[src/rtl/hmf_pkg.sv]
// hmf_pkg: shared types, codes and constants of the HTTP message framer.
// Depends on nothing.
`timescale 1ns / 1ps
package hmf_pkg;

    localparam int WHITESPACE_HOLD_DEF = 15;
    localparam int LENGTH_WIDTH_DEF    = 32;

    localparam int LEN_NAME_SIZE = 14;
    localparam int ENC_NAME_SIZE = 17;
    localparam logic [8*LEN_NAME_SIZE-1:0] LEN_NAME = "Content-Length";
    localparam logic [8*ENC_NAME_SIZE-1:0] ENC_NAME = "Transfer-Encoding";
    localparam logic [4:0] PROGRESS_DEAD = 5'd31;

    localparam logic [7:0] CH_CR    = 8'h0D;
    localparam logic [7:0] CH_LF    = 8'h0A;
    localparam logic [7:0] CH_COLON = 8'h3A;
    localparam logic [7:0] CH_SP    = 8'h20;
    localparam logic [7:0] CH_TAB   = 8'h09;
    localparam logic [7:0] CH_ZERO  = 8'h30;
    localparam logic [7:0] CH_NINE  = 8'h39;

    localparam logic [2:0] CLS_DROP    = 3'd0;
    localparam logic [2:0] CLS_METHOD  = 3'd1;
    localparam logic [2:0] CLS_VALUE   = 3'd5;
    localparam logic [2:0] CLS_NAME    = 3'd4;
    localparam logic [2:0] CLS_BODY    = 3'd6;

    localparam logic [2:0] ERR_NONE    = 3'd0;
    localparam logic [2:0] ERR_BARE_CR = 3'd1;
    localparam logic [2:0] ERR_HEADER  = 3'd2;
    localparam logic [2:0] ERR_TE      = 3'd3;
    localparam logic [2:0] ERR_LENGTH  = 3'd4;

    typedef enum logic [3:0] {
        PH_SKIP  = 4'b0001,
        PH_START = 4'b0010,
        PH_HDR   = 4'b0100,
        PH_BODY  = 4'b1000
    } phase_t;

    typedef struct packed {
        logic [7:0] out_byte;
        logic [2:0] byte_class;
        logic       field_end;
        logic       message_end;
        logic [2:0] error_code;
    } cmd_t;

    function automatic logic [4:0] name_advance(input logic [4:0] prog,
                                                input logic [7:0] b,
                                                input logic       enc);
        int         i;
        logic [7:0] ch;
        i  = int'(prog);
        ch = 8'h00;
        if (enc)
        begin
            if (i < ENC_NAME_SIZE)
                ch = ENC_NAME[8*(ENC_NAME_SIZE-1-i) +: 8];
            return (i < ENC_NAME_SIZE && ch == b) ? prog + 5'd1 : PROGRESS_DEAD;
        end
        if (i < LEN_NAME_SIZE)
            ch = LEN_NAME[8*(LEN_NAME_SIZE-1-i) +: 8];
        return (i < LEN_NAME_SIZE && ch == b) ? prog + 5'd1 : PROGRESS_DEAD;
    endfunction

endpackage

[src/rtl/hmf_if.sv]
// hmf_if: valid/ready stream interfaces for input bytes and tagged result words.
// Depends on nothing.
`timescale 1ns / 1ps
interface hmf_in_if;
    logic       valid;
    logic       ready;
    logic [7:0] data_byte;
    modport source (output valid, output data_byte, input ready);
    modport sink   (input valid, input data_byte, output ready);
endinterface

interface hmf_out_if;
    logic       valid;
    logic       ready;
    logic [7:0] out_byte;
    logic [2:0] byte_class;
    logic       field_end;
    logic       message_end;
    logic [2:0] error_code;
    logic       last_of_run;
    modport source (output valid, output out_byte, output byte_class, output field_end,
                    output message_end, output error_code, output last_of_run,
                    input ready);
    modport sink   (input valid, input out_byte, input byte_class, input field_end,
                    input message_end, input error_code, input last_of_run,
                    output ready);
endinterface

[src/rtl/hmf_front.sv]
// hmf_front: accepts bytes, runs the message parser state and issues commands.
// Depends on hmf_pkg.
`timescale 1ns / 1ps
module hmf_front #(
    parameter int WHITESPACE_HOLD = hmf_pkg::WHITESPACE_HOLD_DEF,
    parameter int LENGTH_WIDTH    = hmf_pkg::LENGTH_WIDTH_DEF,
    parameter int HW              = $clog2(WHITESPACE_HOLD + 1)
) (
    input  logic                       clk,
    input  logic                       rst_n,
    input  logic                       in_valid,
    input  logic [7:0]                 in_byte,
    output logic                       in_ready,
    input  logic                       q_full,
    output logic                       push,
    output hmf_pkg::cmd_t              push_cmd,
    output logic [HW-1:0]              push_count,
    output logic [WHITESPACE_HOLD-1:0] push_bits
);
    localparam logic [HW-1:0] HOLD_MAX = HW'(WHITESPACE_HOLD);

    hmf_pkg::phase_t phase_reg, phase_next;
    logic [1:0]  tok_reg, tok_next;
    logic        cr_reg, cr_next;
    logic        empty_reg, empty_next;
    logic        colon_reg, colon_next;
    logic        vstart_reg, vstart_next;
    logic [4:0]  lprog_reg, lprog_next;
    logic [4:0]  eprog_reg, eprog_next;
    logic        haslen_reg, haslen_next;
    logic        hasenc_reg, hasenc_next;
    logic [LENGTH_WIDTH-1:0] acc_reg, acc_next;
    logic [LENGTH_WIDTH-1:0] rem_reg, rem_next;
    logic [WHITESPACE_HOLD-1:0] held_reg, held_next;
    logic [HW-1:0] hc_reg, hc_next;
    logic [2:0]  err_reg, err_next;

    logic                    take;
    logic                    emit;
    logic [7:0]              b;
    logic [2:0]              cls;
    logic                    fe, me;
    logic [HW-1:0]           rel;
    logic [LENGTH_WIDTH+3:0] prod;
    logic                    ws;

    assign in_ready = !q_full;
    assign take     = in_valid && in_ready;
    assign b        = in_byte;
    assign ws       = (b == hmf_pkg::CH_SP) || (b == hmf_pkg::CH_TAB);
    assign prod     = ({4'b0, acc_reg} << 3) + ({4'b0, acc_reg} << 1)
                    + (LENGTH_WIDTH+4)'(b - hmf_pkg::CH_ZERO);

    always_comb
    begin
        phase_next  = phase_reg;
        tok_next    = tok_reg;
        cr_next     = cr_reg;
        empty_next  = empty_reg;
        colon_next  = colon_reg;
        vstart_next = vstart_reg;
        lprog_next  = lprog_reg;
        eprog_next  = eprog_reg;
        haslen_next = haslen_reg;
        hasenc_next = hasenc_reg;
        acc_next    = acc_reg;
        rem_next    = rem_reg;
        held_next   = held_reg;
        hc_next     = hc_reg;
        err_next    = err_reg;
        emit        = 1'b1;
        cls         = hmf_pkg::CLS_DROP;
        fe          = 1'b0;
        me          = 1'b0;
        rel         = '0;
        if (err_reg != hmf_pkg::ERR_NONE)
        begin
            emit = 1'b1;
        end
        else if (phase_reg == hmf_pkg::PH_BODY)
        begin
            cls = hmf_pkg::CLS_BODY;
            if (rem_reg <= LENGTH_WIDTH'(1))
            begin
                me          = 1'b1;
                phase_next  = hmf_pkg::PH_SKIP;
                tok_next    = '0;
                haslen_next = 1'b0;
                hasenc_next = 1'b0;
                rem_next    = '0;
            end
            else
                rem_next = rem_reg - LENGTH_WIDTH'(1);
        end
        else if (cr_reg)
        begin
            cr_next = 1'b0;
            if (b != hmf_pkg::CH_LF)
                err_next = hmf_pkg::ERR_BARE_CR;
            else if (phase_reg == hmf_pkg::PH_START)
            begin
                fe         = 1'b1;
                phase_next = hmf_pkg::PH_HDR;
                empty_next = 1'b1; colon_next = 1'b0; vstart_next = 1'b0;
                lprog_next = '0; eprog_next = '0; acc_next = '0; hc_next = '0;
            end
            else if (phase_reg == hmf_pkg::PH_HDR)
            begin
                if (empty_reg)
                begin
                    if (hasenc_reg)
                        err_next = hmf_pkg::ERR_TE;
                    else if (!haslen_reg || rem_reg == '0)
                    begin
                        me          = 1'b1;
                        phase_next  = hmf_pkg::PH_SKIP;
                        tok_next    = '0;
                        haslen_next = 1'b0;
                        hasenc_next = 1'b0;
                        rem_next    = '0;
                        empty_next = 1'b1; colon_next = 1'b0; vstart_next = 1'b0;
                        lprog_next = '0; eprog_next = '0; acc_next = '0; hc_next = '0;
                    end
                    else
                        phase_next = hmf_pkg::PH_BODY;
                end
                else if (!colon_reg || !vstart_reg)
                    err_next = hmf_pkg::ERR_HEADER;
                else
                begin
                    fe = 1'b1;
                    if (eprog_reg == 5'(hmf_pkg::ENC_NAME_SIZE))
                        hasenc_next = 1'b1;
                    if (lprog_reg == 5'(hmf_pkg::LEN_NAME_SIZE))
                    begin
                        haslen_next = 1'b1;
                        rem_next    = acc_reg;
                    end
                    empty_next = 1'b1; colon_next = 1'b0; vstart_next = 1'b0;
                    lprog_next = '0; eprog_next = '0; acc_next = '0; hc_next = '0;
                end
            end
        end
        else if (b == hmf_pkg::CH_CR)
            cr_next = 1'b1;
        else if (phase_reg == hmf_pkg::PH_SKIP || phase_reg == hmf_pkg::PH_START)
        begin
            phase_next = hmf_pkg::PH_START;
            if (b == hmf_pkg::CH_SP && tok_reg < 2'd2)
            begin
                tok_next = tok_reg + 2'd1;
                fe       = 1'b1;
            end
            else
                cls = hmf_pkg::CLS_METHOD + {1'b0, tok_reg};
        end
        else
        begin
            empty_next = 1'b0;
            if (!colon_reg)
            begin
                if (b == hmf_pkg::CH_COLON)
                    colon_next = 1'b1;
                else
                begin
                    lprog_next = hmf_pkg::name_advance(lprog_reg, b, 1'b0);
                    eprog_next = hmf_pkg::name_advance(eprog_reg, b, 1'b1);
                    cls        = hmf_pkg::CLS_NAME;
                end
            end
            else if (ws)
            begin
                if (vstart_reg && hc_reg < HOLD_MAX)
                begin
                    emit = 1'b0;
                    held_next[hc_reg] = (b == hmf_pkg::CH_TAB);
                    hc_next = hc_reg + HW'(1);
                end
                else if (vstart_reg)
                    err_next = hmf_pkg::ERR_HEADER;
            end
            else if (lprog_reg == 5'(hmf_pkg::LEN_NAME_SIZE) &&
                     (b < hmf_pkg::CH_ZERO || b > hmf_pkg::CH_NINE || hc_reg != '0 ||
                      prod[LENGTH_WIDTH+3:LENGTH_WIDTH] != 4'd0))
                err_next = hmf_pkg::ERR_LENGTH;
            else
            begin
                if (lprog_reg == 5'(hmf_pkg::LEN_NAME_SIZE))
                    acc_next = prod[LENGTH_WIDTH-1:0];
                vstart_next = 1'b1;
                rel         = hc_reg;
                hc_next     = '0;
                cls         = hmf_pkg::CLS_VALUE;
            end
        end
    end

    assign push                 = take && emit;
    assign push_cmd.out_byte    = b;
    assign push_cmd.byte_class  = (err_next != hmf_pkg::ERR_NONE) ? hmf_pkg::CLS_DROP : cls;
    assign push_cmd.field_end   = (err_next != hmf_pkg::ERR_NONE) ? 1'b0 : fe;
    assign push_cmd.message_end = (err_next != hmf_pkg::ERR_NONE) ? 1'b0 : me;
    assign push_cmd.error_code  = err_next;
    assign push_count           = rel;
    assign push_bits            = held_reg;

    always_ff @(posedge clk or negedge rst_n)
    begin
        if (!rst_n)
        begin
            phase_reg  <= hmf_pkg::PH_SKIP;
            tok_reg    <= '0;
            cr_reg     <= 1'b0;
            empty_reg  <= 1'b1;
            colon_reg  <= 1'b0;
            vstart_reg <= 1'b0;
            lprog_reg  <= '0;
            eprog_reg  <= '0;
            haslen_reg <= 1'b0;
            hasenc_reg <= 1'b0;
            acc_reg    <= '0;
            rem_reg    <= '0;
            hc_reg     <= '0;
            err_reg    <= hmf_pkg::ERR_NONE;
        end
        else if (take)
        begin
            phase_reg  <= phase_next;
            tok_reg    <= tok_next;
            cr_reg     <= cr_next;
            empty_reg  <= empty_next;
            colon_reg  <= colon_next;
            vstart_reg <= vstart_next;
            lprog_reg  <= lprog_next;
            eprog_reg  <= eprog_next;
            haslen_reg <= haslen_next;
            hasenc_reg <= hasenc_next;
            acc_reg    <= acc_next;
            rem_reg    <= rem_next;
            hc_reg     <= hc_next;
            err_reg    <= err_next;
        end
    end

    always_ff @(posedge clk)
    begin
        if (take)
            held_reg <= held_next;
    end
endmodule

[src/rtl/hmf_back.sv]
// hmf_back: two-entry command queue and result emitter that releases held whitespace.
// Depends on hmf_pkg.
`timescale 1ns / 1ps
module hmf_back #(
    parameter int WHITESPACE_HOLD = hmf_pkg::WHITESPACE_HOLD_DEF,
    parameter int HW              = $clog2(WHITESPACE_HOLD + 1)
) (
    input  logic                       clk,
    input  logic                       rst_n,
    input  logic                       push,
    input  hmf_pkg::cmd_t              push_cmd,
    input  logic [HW-1:0]              push_count,
    input  logic [WHITESPACE_HOLD-1:0] push_bits,
    output logic                       q_full,
    output logic                       out_valid,
    input  logic                       out_ready,
    output hmf_pkg::cmd_t              out_cmd,
    output logic                       out_last
);
    hmf_pkg::cmd_t              cmd_mem [2];
    logic [HW-1:0]              cnt_mem [2];
    logic [WHITESPACE_HOLD-1:0] bits_mem [2];

    logic          wr_reg, rd_reg;
    logic [1:0]    fill_reg;
    logic [HW-1:0] idx_reg;
    logic          releasing;
    logic          pop;
    logic          tab_bit;

    assign q_full    = (fill_reg == 2'd2);
    assign out_valid = (fill_reg != 2'd0);
    assign releasing = idx_reg < cnt_mem[rd_reg];
    assign pop       = out_valid && out_ready && !releasing;
    assign tab_bit   = bits_mem[rd_reg][idx_reg];

    always_comb
    begin
        out_cmd  = cmd_mem[rd_reg];
        out_last = 1'b1;
        if (releasing)
        begin
            out_cmd.out_byte    = tab_bit ? hmf_pkg::CH_TAB : hmf_pkg::CH_SP;
            out_cmd.byte_class  = hmf_pkg::CLS_VALUE;
            out_cmd.field_end   = 1'b0;
            out_cmd.message_end = 1'b0;
            out_last            = 1'b0;
        end
    end

    always_ff @(posedge clk)
    begin
        if (push)
        begin
            cmd_mem[wr_reg]  <= push_cmd;
            cnt_mem[wr_reg]  <= push_count;
            bits_mem[wr_reg] <= push_bits;
        end
    end

    always_ff @(posedge clk or negedge rst_n)
    begin
        if (!rst_n)
        begin
            wr_reg   <= 1'b0;
            rd_reg   <= 1'b0;
            fill_reg <= 2'd0;
            idx_reg  <= '0;
        end
        else
        begin
            if (push)
                wr_reg <= !wr_reg;
            if (pop)
            begin
                rd_reg  <= !rd_reg;
                idx_reg <= '0;
            end
            else if (out_valid && out_ready)
                idx_reg <= idx_reg + HW'(1);
            fill_reg <= fill_reg + {1'b0, push} - {1'b0, pop};
        end
    end
endmodule

[src/rtl/http_message_framer_core.sv]
// A word's command is registered in the queue before the word shows on framed.
// Throughput: one byte per cycle while the queue is not full; a value byte that
// releases held spaces or tabs gives a word for each of them ahead of its own word.
// Held whitespace bytes give no word. Input stalls only when the queue is full.
// Reset (rst_n low, asynchronous) clears parser state, errors and the queue.
`timescale 1ns / 1ps
module http_message_framer_core #(
    parameter int WHITESPACE_HOLD = hmf_pkg::WHITESPACE_HOLD_DEF,
    parameter int LENGTH_WIDTH    = hmf_pkg::LENGTH_WIDTH_DEF
) (
    input logic        clk,
    input logic        rst_n,
    hmf_in_if.sink     raw,
    hmf_out_if.source  framed
);
    localparam int HW = $clog2(WHITESPACE_HOLD + 1);

    logic                       q_full;
    logic                       push;
    hmf_pkg::cmd_t              push_cmd;
    logic [HW-1:0]              push_count;
    logic [WHITESPACE_HOLD-1:0] push_bits;
    hmf_pkg::cmd_t              out_cmd;
    logic                       out_last;

    hmf_front #(.WHITESPACE_HOLD(WHITESPACE_HOLD), .LENGTH_WIDTH(LENGTH_WIDTH), .HW(HW))
    u_front (
        .clk(clk), .rst_n(rst_n),
        .in_valid(raw.valid), .in_byte(raw.data_byte), .in_ready(raw.ready),
        .q_full(q_full), .push(push), .push_cmd(push_cmd),
        .push_count(push_count), .push_bits(push_bits)
    );

    hmf_back #(.WHITESPACE_HOLD(WHITESPACE_HOLD), .HW(HW)) u_back (
        .clk(clk), .rst_n(rst_n),
        .push(push), .push_cmd(push_cmd), .push_count(push_count), .push_bits(push_bits),
        .q_full(q_full), .out_valid(framed.valid), .out_ready(framed.ready),
        .out_cmd(out_cmd), .out_last(out_last)
    );

    assign framed.out_byte    = out_cmd.out_byte;
    assign framed.byte_class  = out_cmd.byte_class;
    assign framed.field_end   = out_cmd.field_end;
    assign framed.message_end = out_cmd.message_end;
    assign framed.error_code  = out_cmd.error_code;
    assign framed.last_of_run = out_last;
endmodule

[src/flat_wrapper.sv]
// flat-port wrapper written by rule: the top's interface ports become plain ports
module http_message_framer_core_flat 
#(
    parameter int WHITESPACE_HOLD = hmf_pkg::WHITESPACE_HOLD_DEF,
    parameter int LENGTH_WIDTH    = hmf_pkg::LENGTH_WIDTH_DEF
)
  (clk, rst_n, raw_valid, raw_data_byte, raw_ready, framed_valid, framed_out_byte, framed_byte_class, framed_field_end, framed_message_end, framed_error_code, framed_last_of_run, framed_ready);
  hmf_in_if raw_i ();
  hmf_out_if framed_i ();
  input logic clk;
  input logic rst_n;
  input wire logic [$bits(raw_i.valid)-1:0] raw_valid;
  input wire logic [$bits(raw_i.data_byte)-1:0] raw_data_byte;
  output wire logic [$bits(raw_i.ready)-1:0] raw_ready;
  output wire logic [$bits(framed_i.valid)-1:0] framed_valid;
  output wire logic [$bits(framed_i.out_byte)-1:0] framed_out_byte;
  output wire logic [$bits(framed_i.byte_class)-1:0] framed_byte_class;
  output wire logic [$bits(framed_i.field_end)-1:0] framed_field_end;
  output wire logic [$bits(framed_i.message_end)-1:0] framed_message_end;
  output wire logic [$bits(framed_i.error_code)-1:0] framed_error_code;
  output wire logic [$bits(framed_i.last_of_run)-1:0] framed_last_of_run;
  input wire logic [$bits(framed_i.ready)-1:0] framed_ready;
  assign raw_i.valid = raw_valid;
  assign raw_i.data_byte = raw_data_byte;
  assign raw_ready = raw_i.ready;
  assign framed_valid = framed_i.valid;
  assign framed_out_byte = framed_i.out_byte;
  assign framed_byte_class = framed_i.byte_class;
  assign framed_field_end = framed_i.field_end;
  assign framed_message_end = framed_i.message_end;
  assign framed_error_code = framed_i.error_code;
  assign framed_last_of_run = framed_i.last_of_run;
  assign framed_i.ready = framed_ready;
  http_message_framer_core #(.WHITESPACE_HOLD(WHITESPACE_HOLD), .LENGTH_WIDTH(LENGTH_WIDTH)) u_core (.clk(clk), .rst_n(rst_n), .raw(raw_i), .framed(framed_i));
endmodule
[config.mk]
export PLATFORM = sky130hd
export DESIGN_NAME = http_message_framer_core_flat
export DESIGN_NICKNAME = d
export VERILOG_FILES = /design/src/rtl/hmf_pkg.sv /design/src/rtl/hmf_if.sv /design/src/rtl/hmf_front.sv /design/src/rtl/hmf_back.sv /design/src/rtl/http_message_framer_core.sv /design/src/flat_wrapper.sv
export SDC_FILE = /design/constraint.sdc
export NUM_CORES = 1
export LEC_CHECK = 0
export BUFFER_PORTS_ARGS = -buffer_cell sky130_fd_sc_hd__buf_2
export CORE_ASPECT_RATIO = 1.5
export CORE_MARGIN = 8
export CORE_UTILIZATION = 55
export DETAILED_ROUTE_END_ITERATION = 10
export PLACE_DENSITY = 0.72
export SETUP_SLACK_MARGIN = 0.3
export SYNTH_ARGS = -nofsm -noshare
export SYNTH_HDL_FRONTEND = slang
export SYNTH_SLANG_ARGS = --single-unit
[constraint.sdc]
create_clock -name clk -period 4.9 [get_ports clk]
set_clock_uncertainty 0.05 [all_clocks]
set_input_delay 0.49 -clock clk [delete_from_list [all_inputs] [get_ports clk]]
set_output_delay 0.49 -clock clk [all_outputs]
set_load 0.01 [all_outputs]
==> results.json, run 1 <==
{
  "status": "finished, final reports clean",
  "yosysSeqAreaShare_pct": 40.5,
  "start_kind": "input port",
  "peakVddDrop_mv": 0.245,
  "io_buffer_count": 30,
  "synth.most_common_cell": "o21ai_0",
  "viasPerCell": 6.45,
  "use_met2_pct": 41.9,
  "reg2reg_depth": 11,
  "drive_above_1_share_pct": 11.8,
  "setup_violations": 0,
  "overflow": 0,
  "min_period_ns": 4.49,
  "initial_core_util_pct": 56.1,
  "p_total_mw": 4.22,
  "clock_latency_ns": 0.44,
  "final_util_pct": 61.6,
  "r2r-start": "u_core.u_front.acc_reg[2]",
  "drv_cap": 0,
  "ant_nets": 0,
  "tightest_slew_ns": 1.31,
  "synth_area_leaders": "edfxtp_1, dfrtp_1, ha_1, fa_1, o21ai_0",
  "syn_inst": 1304,
  "cts-buffers-inserted": 17,
  "htree_levels": 4,
  "cts.path.max_buffers": 2,
  "antenna_found_initial": 0,
  "core_area_sq_um": 22400,
  "yosysWarnings": 0,
  "slew_headroom_pct": 11.6,
  "crit_path_max_fanout": 27,
  "grt_pass1_vias": 10200,
  "required_ns": 5.07,
  "met3_usage_pct": 3.59,
  "synthArstFlopShare_pct": 54.3,
  "synthTopCellsByCount": "o21ai_0, nor2_1, dfrtp_1",
  "fin_nets": 1415,
  "cts_tree": "built",
  "setup_tns_ns": 0,
  "rr_endpoint": "u_core.u_back.cmd_mem[1][7]",
  "dr.first_iter.drc_count": 663,
  "switchingPower_mw": 1.33,
  "synth_seq_cells": 186,
  "timing.fmax_mhz": 223,
  "vias": 10300,
  "p_sw_share_pct": 31.6,
  "p_seq_share_pct": 44.0,
  "drc": 0,
  "antenna_cells": 0,
  "clock-root-buffer": "clkbuf_16",
  "synth.distinct_cells": 85,
  "yosys.area.top_type": "edfxtp_1",
  "boundaryPins": 31,
  "crit_path_end_kind": "register",
  "combPwrFrac_pct": 23.4,
  "p_int_mw": 2.88,
  "nFillCells": 1883,
  "num_rows": 67,
  "crit_arrival_ns": 4.66,
  "clkPwrFrac_pct": 32.6,
  "die_area_sq_um": 28000,
  "gr-max-usage-layer": "met2",
  "criticalPathCategory": "in -> reg",
  "grt_pass1_wl_um": 53100,
  "wl_per_cell_um": 20.5,
  "path_clk_slew_ns": 0.07,
  "dp_hpwl_um": 24800,
  "drv_slew": 0,
  "synth.avg_cell_area_sq_um": 9.62,
  "cellPowerDensity_nw_per_um2": 306,
  "met1_usage_pct": 25.3,
  "grt_start_max_net_pins": 60,
  "routed_wl_um": 32900,
  "p_leak_nw": 5.49,
  "clock-sinks": 186,
  "synth_top_area_share_pct": 20.3,
  "syn-num-nets": 1406,
  "fin_crit_sh_pct": 91.7,
  "die_h_um": 201,
  "place_congestion": 0.977,
  "final-hold-violation-count": 0,
  "placed_cell_area_sq_um": 13200,
  "final_cell_area_sq_um": 13800,
  "die_x_um": 139,
  "hold_class": "in -> async",
  "ys.flop_type": "dfrtp_1",
  "synth_edf_count": 85,
  "rsz0062_at_grt": "false",
  "first_pass_iters": 5,
  "area_growth_pct": 9.83,
  "r2r_setup_slack_ns": 0.56,
  "synth_area_sq_um": 12500,
  "track_usage_pct": 23.7
}
## metal layers
layer	wire (um)	part of all wire [%]	vias to the layer above
met4	2260	6.9	0
met2	17000	52	323
met1	12300	37	5016
li1	-	-	4891
met5	0	0	-
met3	1300	3.9	109
## kinds of logic after synthesis
logic type | after synthesis | synth area share (%)
flops | 186 | 40.5
xor+xnor | 51 | 3.56
fa+ha+maj | 90 | 10.8
compound gates | 407 | 20.8
buf+inv | 113 | 3.53
mux | 37 | 3.83
simple gates | 420 | 17.0
## timing repair
action / 4_1_cts / 5_1_grt
buffers inserted: 0 / 0
gates resized for setup: 0 / 1
setup endpoints to repair: 0 / 8
hold buffers: 0 / 0
## area by class of cell
cell class	instances	area [sq um]	area share, %
clock inverter	14	148	1.07
timing repair buffer	60	403	2.92
tap	276	345	2.51
inverter	43	161	1.17
multi-input combinational	1005	7190	52.2
clock buffer	18	450	3.27
sequential	186	5080	36.9
## layout by cell type (no fill, tap or decap), types with 13 or more instances in the layout
cell type / netlist / final
o21ai_1: 21 / 20
a31oi_1: 14 / 14
buf_2: 8 / 29
fa_1: 31 / 31
o22ai_1: 20 / 20
edfxtp_1: 85 / 85
a21oi_1: 85 / 85
nand2_1: 91 / 91
nor4_1: 13 / 13
a21o_1: 19 / 19
mux2i_1: 21 / 20
nor2_1: 113 / 111
nand3_1: 23 / 23
nand2b_1: 33 / 33
o21ai_0: 116 / 116
xnor2_1: 27 / 27
buf_4: 2 / 29
and2_1: 14 / 13
a32oi_1: 27 / 27
ha_1: 59 / 56
dfrtp_1: 99 / 99
nor3_1: 49 / 48
inv_1: 43 / 43
clkbuf_16: 0 / 18
xor2_1: 24 / 24
## how the worst max path moves through the flow
stage                          start                     endpoint  slack [ns]  depth (start not counted)
detailed placement  raw_data_byte[7]   u_core.u_front.acc_reg[21]        0.03                         16
global placement    raw_data_byte[7]   u_core.u_front.acc_reg[15]        0.13                         16
finish              raw_data_byte[7]  u_core.u_back.cmd_mem[1][7]        0.41                         15
global route        raw_data_byte[7]   u_core.u_front.acc_reg[22]        0.32                         15
floorplan           raw_data_byte[6]  u_core.u_back.cmd_mem[0][5]       -0.06                         15
CTS                 raw_data_byte[7]   u_core.u_front.acc_reg[21]        0.47                         16
## per-stage QoR
| stage | hold WS (ns) | worst slack [ns] | instances |
|---|---|---|---|
| final | 0.0760 | 0.406 | 1602 |
| after CTS | 0.104 | 0.473 | 1602 |
| after global placement | 0.373 | 0.125 | 1570 |
| after floorplan | 0.144 | -0.0583 | 1304 |
| after detailed placement | 0.382 | 0.0335 | 1570 |
| after global routing | 0.118 | 0.318 | 1602 |
## power groups by stage
stage | logic (mW) | clock network (mW) | registers, mW
after floorplan | 0.693 | 0 | 1.83
after global placement | 0.976 | 0 | 1.89
after detailed placement | 0.994 | 0 | 1.89
after CTS | 0.998 | 1.39 | 1.86
after global routing | 1.10 | 1.44 | 1.88
final | 0.986 | 1.37 | 1.86
## critical path, cell delays in order
cell and delay (ns):
buf_2 0.15, or2_4 0.28, nor2_4 0.14, buf_12 0.24, fa_1 0.45, ha_1 0.38
nand4_1 0.27, or4_1 0.59, o211a_1 0.15, nand2_1 0.16, a22oi_2 0.11, mux2i_4 0.22
o31ai_1 0.43, a21oi_1 0.16, a2111oi_2 0.41
No activity file was read; power rests on OpenSTA's default activity.
==> inputs of run 2 (changes only) <==
==> constraint.sdc (replaced) <==
create_clock -name clk -period 4.3 [get_ports clk]
set_clock_uncertainty 0.05 [all_clocks]
set_input_delay 0.43 -clock clk [delete_from_list [all_inputs] [get_ports clk]]
set_output_delay 0.43 -clock clk [all_outputs]
set_load 0.01 [all_outputs]
==> results.json, run 2 (synthesized netlist as in run 1, its figures left out) <==
{
  "status": "finished, final reports clean",
  "met3_usage_pct": 4.05,
  "drive_above_1_share_pct": 24.5,
  "die_area_sq_um": 28000,
  "crit_path_max_fanout": 6,
  "cts_tree": "built",
  "boundaryPins": 31,
  "p_leak_nw": 6.24,
  "layout_commonest_cell": "buf_4",
  "rsz0062_at_grt": "true",
  "final-hold-violation-count": 0,
  "track_usage_pct": 25.6,
  "start_kind": "input port",
  "cts.path.max_buffers": 2,
  "gr-max-usage-layer": "met2",
  "use_met2_pct": 46.0,
  "drv_slew": 0,
  "overflow": 0,
  "core_area_sq_um": 22400,
  "fin_nets": 1552,
  "slew_headroom_pct": 23.0,
  "drc": 0,
  "min_period_ns": 4.16,
  "first_pass_iters": 5,
  "die_h_um": 201,
  "cellPowerDensity_nw_per_um2": 320,
  "routed_wl_um": 36100,
  "clock-sinks": 186,
  "cts-buffers-inserted": 17,
  "crit_arrival_ns": 4.30,
  "peakVddDrop_mv": 0.308,
  "hold_class": "in -> reg",
  "holdWs_ns": 0.232,
  "vias": 11100,
  "wl_per_cell_um": 20.8,
  "area_growth_pct": 23.2,
  "clock_latency_ns": 0.44,
  "required_ns": 4.44,
  "clock-root-buffer": "clkbuf_16",
  "grt_pass1_vias": 11000,
  "final_util_pct": 69.1,
  "antenna_found_initial": 0,
  "setup_tns_ns": 0,
  "dr.first_iter.drc_count": 978,
  "drv_cap": 0,
  "criticalPathCategory": "in -> reg",
  "io_buffer_count": 30,
  "crit_path_end_kind": "register",
  "place_congestion": 0.958,
  "num_rows": 67,
  "initial_core_util_pct": 56.1,
  "viasPerCell": 6.38,
  "timing.fmax_mhz": 240,
  "grt_pass1_wl_um": 57000,
  "layout_common_cells": "buf_4, o21ai_0, nor2_1, dfrtp_1, nand2_1",
  "grt_start_max_net_pins": 41,
  "path_clk_slew_ns": 0.07,
  "antenna_cells": 0,
  "placed_cell_area_sq_um": 14000,
  "dp_hpwl_um": 26000,
  "fin_crit_sh_pct": 96.8,
  "met1_usage_pct": 27.0,
  "ant_nets": 0,
  "tightest_slew_ns": 1.15,
  "final_cell_area_sq_um": 15500,
  "die_x_um": 139,
  "setup_violations": 0,
  "htree_levels": 4
}
-- run 2: power by group --
| group | switching (mW) | total [mW] | leakage [nW] | internal, mW |
|---|---|---|---|---|
| clock network | 0.731 | 1.55 | 0.274 | 0.816 |
| logic | 0.720 | 1.30 | 4.04 | 0.575 |
| registers | 0.0974 | 2.11 | 1.93 | 2.01 |
| total | 1.55 | 4.95 | 6.24 | 3.40 |
-- run 2: stage by stage --
step                cells  power, mW  setup WS [ns]
detailed placement   1678       3.38         -0.341
global placement     1678       3.34         -0.224
floorplan            1304       2.88         -0.598
CTS                  1729       4.95          0.307
finish               1739       4.95          0.137
global route         1739       5.20         0.0651
-- run 2: cell type report --
type,count,area (sq um)
Inverter,43,161
Fill cell,1663,6930
Sequential cell,186,5090
Timing Repair Buffer,197,1620
Tap cell,276,345
Clock inverter,13,136
Multi-Input combinational cell,1005,7670
Clock buffer,19,433
-- run 2: metal layers --
metal | up-vias | share of wire (%)
met5 | - | 0
met4 | 0 | 6.3
met3 | 126 | 4.6
met2 | 384 | 53
met1 | 5417 | 37
li1 | 5167 | -
-- run 2: final timing paths --
check / start / depth (start not counted) / slack (ns) / to
min in group asynchronous: rst_n / 2 / 0.48 / u_core.u_front.eprog_reg[3]
worst max-delay path: raw_data_byte[7] / 19 / 0.14 / u_core.u_back.cmd_mem[1][5]
worst max register to register: u_core.u_front.acc_reg[1] / 15 / 0.24 / u_core.u_back.cmd_mem[1][5]
worst min-delay path: framed_ready / 3 / 0.23 / u_core.u_back.idx_reg[2]
max in group asynchronous: rst_n / 3 / 2.75 / u_core.u_front.rem_reg[19]
worst min register to register: u_core.u_front.push_bits[6] / 0 / 0.39 / u_core.u_back.bits_mem[0][6]
-- run 2: worst max-delay path: stages --
cell and delay (ns):
buf_6 0.10, or2_4 0.25, nor2_4 0.17, buf_12 0.15, buf_12 0.14, buf_12 0.12, fa_1 0.43, ha_4 0.29
o21ai_1 0.13, nor2_1 0.06, o311a_1 0.34, a311o_1 0.34, a22oi_2 0.26, mux2i_4 0.37, buf_6 0.15, o31ai_4 0.06
buf_6 0.14, nor2b_4 0.13, or2_1 0.23
-- run 2: timing repair --
item,in CTS,in global routing
hold endpoints to repair,36,0
buffers inserted,15,9
gates resized for setup,41,63
setup endpoints to repair,28,56
pin swaps,14,29
cloned,3,1
hold buffers,1,0
==> inputs of run 3 (changes only) <==
==> constraint.sdc (replaced) <==
create_clock -name clk -period 4.1 [get_ports clk]
set_clock_uncertainty 0.05 [all_clocks]
set_input_delay 0.41 -clock clk [delete_from_list [all_inputs] [get_ports clk]]
set_output_delay 0.41 -clock clk [all_outputs]
set_load 0.01 [all_outputs]
==> results.json, run 3 (synthesized netlist as in run 1, its figures left out) <==
{
  "status": "finished, violations left",
  "cpMaxStageDelayCell": "fa_1",
  "clock_latency_ns": 0.44,
  "p_leak_nw": 6.38,
  "drv_cap": 0,
  "cts_tree": "built",
  "p_seq_share_pct": 42.6,
  "fin_crit_sh_pct": 101,
  "slew_headroom_pct": 37.1,
  "crit_path_end_kind": "register",
  "drive_above_1_share_pct": 27.9,
  "criticalPathCategory": "in -> reg",
  "first_pass_iters": 5,
  "final-hold-violation-count": 0,
  "cellPowerDensity_nw_per_um2": 327,
  "place_congestion": 0.999,
  "pre_cts_ws_ns": -0.510,
  "crit_chain": "buf_8, or2_4, nor2_4, buf_6, buf_16, buf_6, fa_1, ha_4, buf_4, a21oi_2, o21ai_0, o21ba_4, o211ai_1, buf_4, a2111oi_4, a311oi_4, buf_6, nor4_4, buf_4, and2_4, clkbuf_16, o22ai_2",
  "combPwrFrac_pct": 27.1,
  "fin_nets": 1577,
  "clkPwrFrac_pct": 30.4,
  "boundaryPins": 31,
  "layout_commonest_cell": "buf_4",
  "crit_path_max_fanout": 6,
  "grt_pass1_vias": 11300,
  "routed_wl_um": 37700,
  "die_x_um": 139,
  "htree_levels": 4,
  "ant_nets": 0,
  "switchingPower_mw": 1.64,
  "p_int_mw": 3.53,
  "vias": 11300,
  "io_buffer_count": 30,
  "overflow": 0,
  "setup_tns_ns": -0.282,
  "core_area_sq_um": 22400,
  "die_h_um": 201,
  "path_clk_slew_ns": 0.07,
  "dp_cells": 1702,
  "rsz0062_at_grt": "true",
  "track_usage_pct": 26.0,
  "setup_violations": 15,
  "tightest_slew_ns": 0.940,
  "drc": 0,
  "initial_core_util_pct": 56.1,
  "cts.path.max_buffers": 2,
  "timing.fmax_mhz": 241,
  "crit_arrival_ns": 4.42,
  "clock-root-buffer": "clkbuf_16",
  "die_area_sq_um": 28000,
  "clock-sinks": 186,
  "min_period_ns": 4.14,
  "setup_ws_ns": -0.0416,
  "area_growth_pct": 25.9,
  "drv_slew": 0,
  "dp_hpwl_um": 26700,
  "slowest_delay_ns": 0.46,
  "viasPerCell": 6.40,
  "grt_start_max_net_pins": 61,
  "start_kind": "input port",
  "hold_class": "in -> async",
  "reg2reg_depth": 15,
  "p_sw_share_pct": 31.8,
  "antenna_found_initial": 0,
  "wl_per_cell_um": 21.4,
  "required_ns": 4.38,
  "grt_pass1_wl_um": 58000,
  "antenna_cells": 0,
  "layout.cells.non_filler": 1764,
  "hold_buffers": 0,
  "layout_common_cells": "buf_4, nor2_1, o21ai_0, dfrtp_1, nand2_1",
  "cts-buffers-inserted": 17,
  "num_rows": 67,
  "violations": "negative setup slack",
  "dr.first_iter.drc_count": 823,
  "peakVddDrop_mv": 0.328
}
## run 3: changes by cell type in the layout (fill, tap and decap cells not counted), sizes merged
cell	previous run	this run
clkinvlp	2	1
clkinv	5	7
dlygate4sd3	1	0
buf	195	221
bufinv	1	0
## run 3: metrics by stage
stage	cell area [sq um]	util [%]	power [mW]	hold slack, ns
2_1_floorplan	12800	-	3.02	0.0644
4_1_cts	15200	67.8	5.14	0.0193
5_1_grt	15800	70.6	5.39	0.0473
3_5_place_dp	14200	63.4	3.54	0.388
3_3_place_gp	14200	63.4	3.50	0.372
6_report	15800	70.6	5.17	0.00158
## run 3: area by class of cell
type | count | area (sq um)
well taps | 276 | 345
clock inverters | 13 | 116
repair buffers | 222 | 1820
inverters | 43 | 161
flip-flops and latches | 186 | 5080
clock buffers | 19 | 444
multi-input cells | 1005 | 7820
fillers | 1598 | 6590
## run 3: critical path: cells and delay by family
| kind | cells | cell delay [ns] |
|---|---|---|
| buf+inv | 9 | 1.28 |
| simple gates | 4 | 0.90 |
| compound gates | 7 | 1.13 |
| fa+ha+maj | 2 | 0.65 |
## run 3: power by group through the flow
stage	Combinational [mW]	Clock [mW]	Sequential (mW)
2_1_floorplan	0.830	0	2.19
3_3_place_gp	1.27	0	2.23
3_5_place_dp	1.30	0	2.24
4_1_cts	1.35	1.59	2.20
5_1_grt	1.53	1.64	2.21
6_report	1.40	1.57	2.20
## run 3: final timing paths
path                                              from                      endpoint  slack (ns)
min in group clk                          framed_ready      u_core.u_back.idx_reg[2]        0.22
max                                   raw_data_byte[6]    u_core.u_front.acc_reg[29]       -0.04
min                                              rst_n   u_core.u_front.lprog_reg[3]       0.002
max in group asynchronous                        rst_n   u_core.u_front.phase_reg[0]        3.05
max reg2reg                  u_core.u_front.acc_reg[4]    u_core.u_front.acc_reg[29]       -0.02
min reg2reg                u_core.u_front.push_bits[6]  u_core.u_back.bits_mem[1][6]        0.40
## run 3: per-layer routing
metal  share of wire (%)  wire [um]  GRT usage, %
met1                  36      13600          26.6
met2                  52      19600          47.6
met3                 4.4       1670          3.90
met4                 7.7       2910          18.5
met5                   0          0             0
## run 3: repair_timing
| action | 4_1_cts | 5_1_grt |
|---|---|---|
| setup endpoints to repair | 55 | 56 |
| resized for setup | 44 | 109 |
| setup buffers | 14 | 10 |
| pin swaps | 10 | 80 |
| cloned | 5 | 1 |
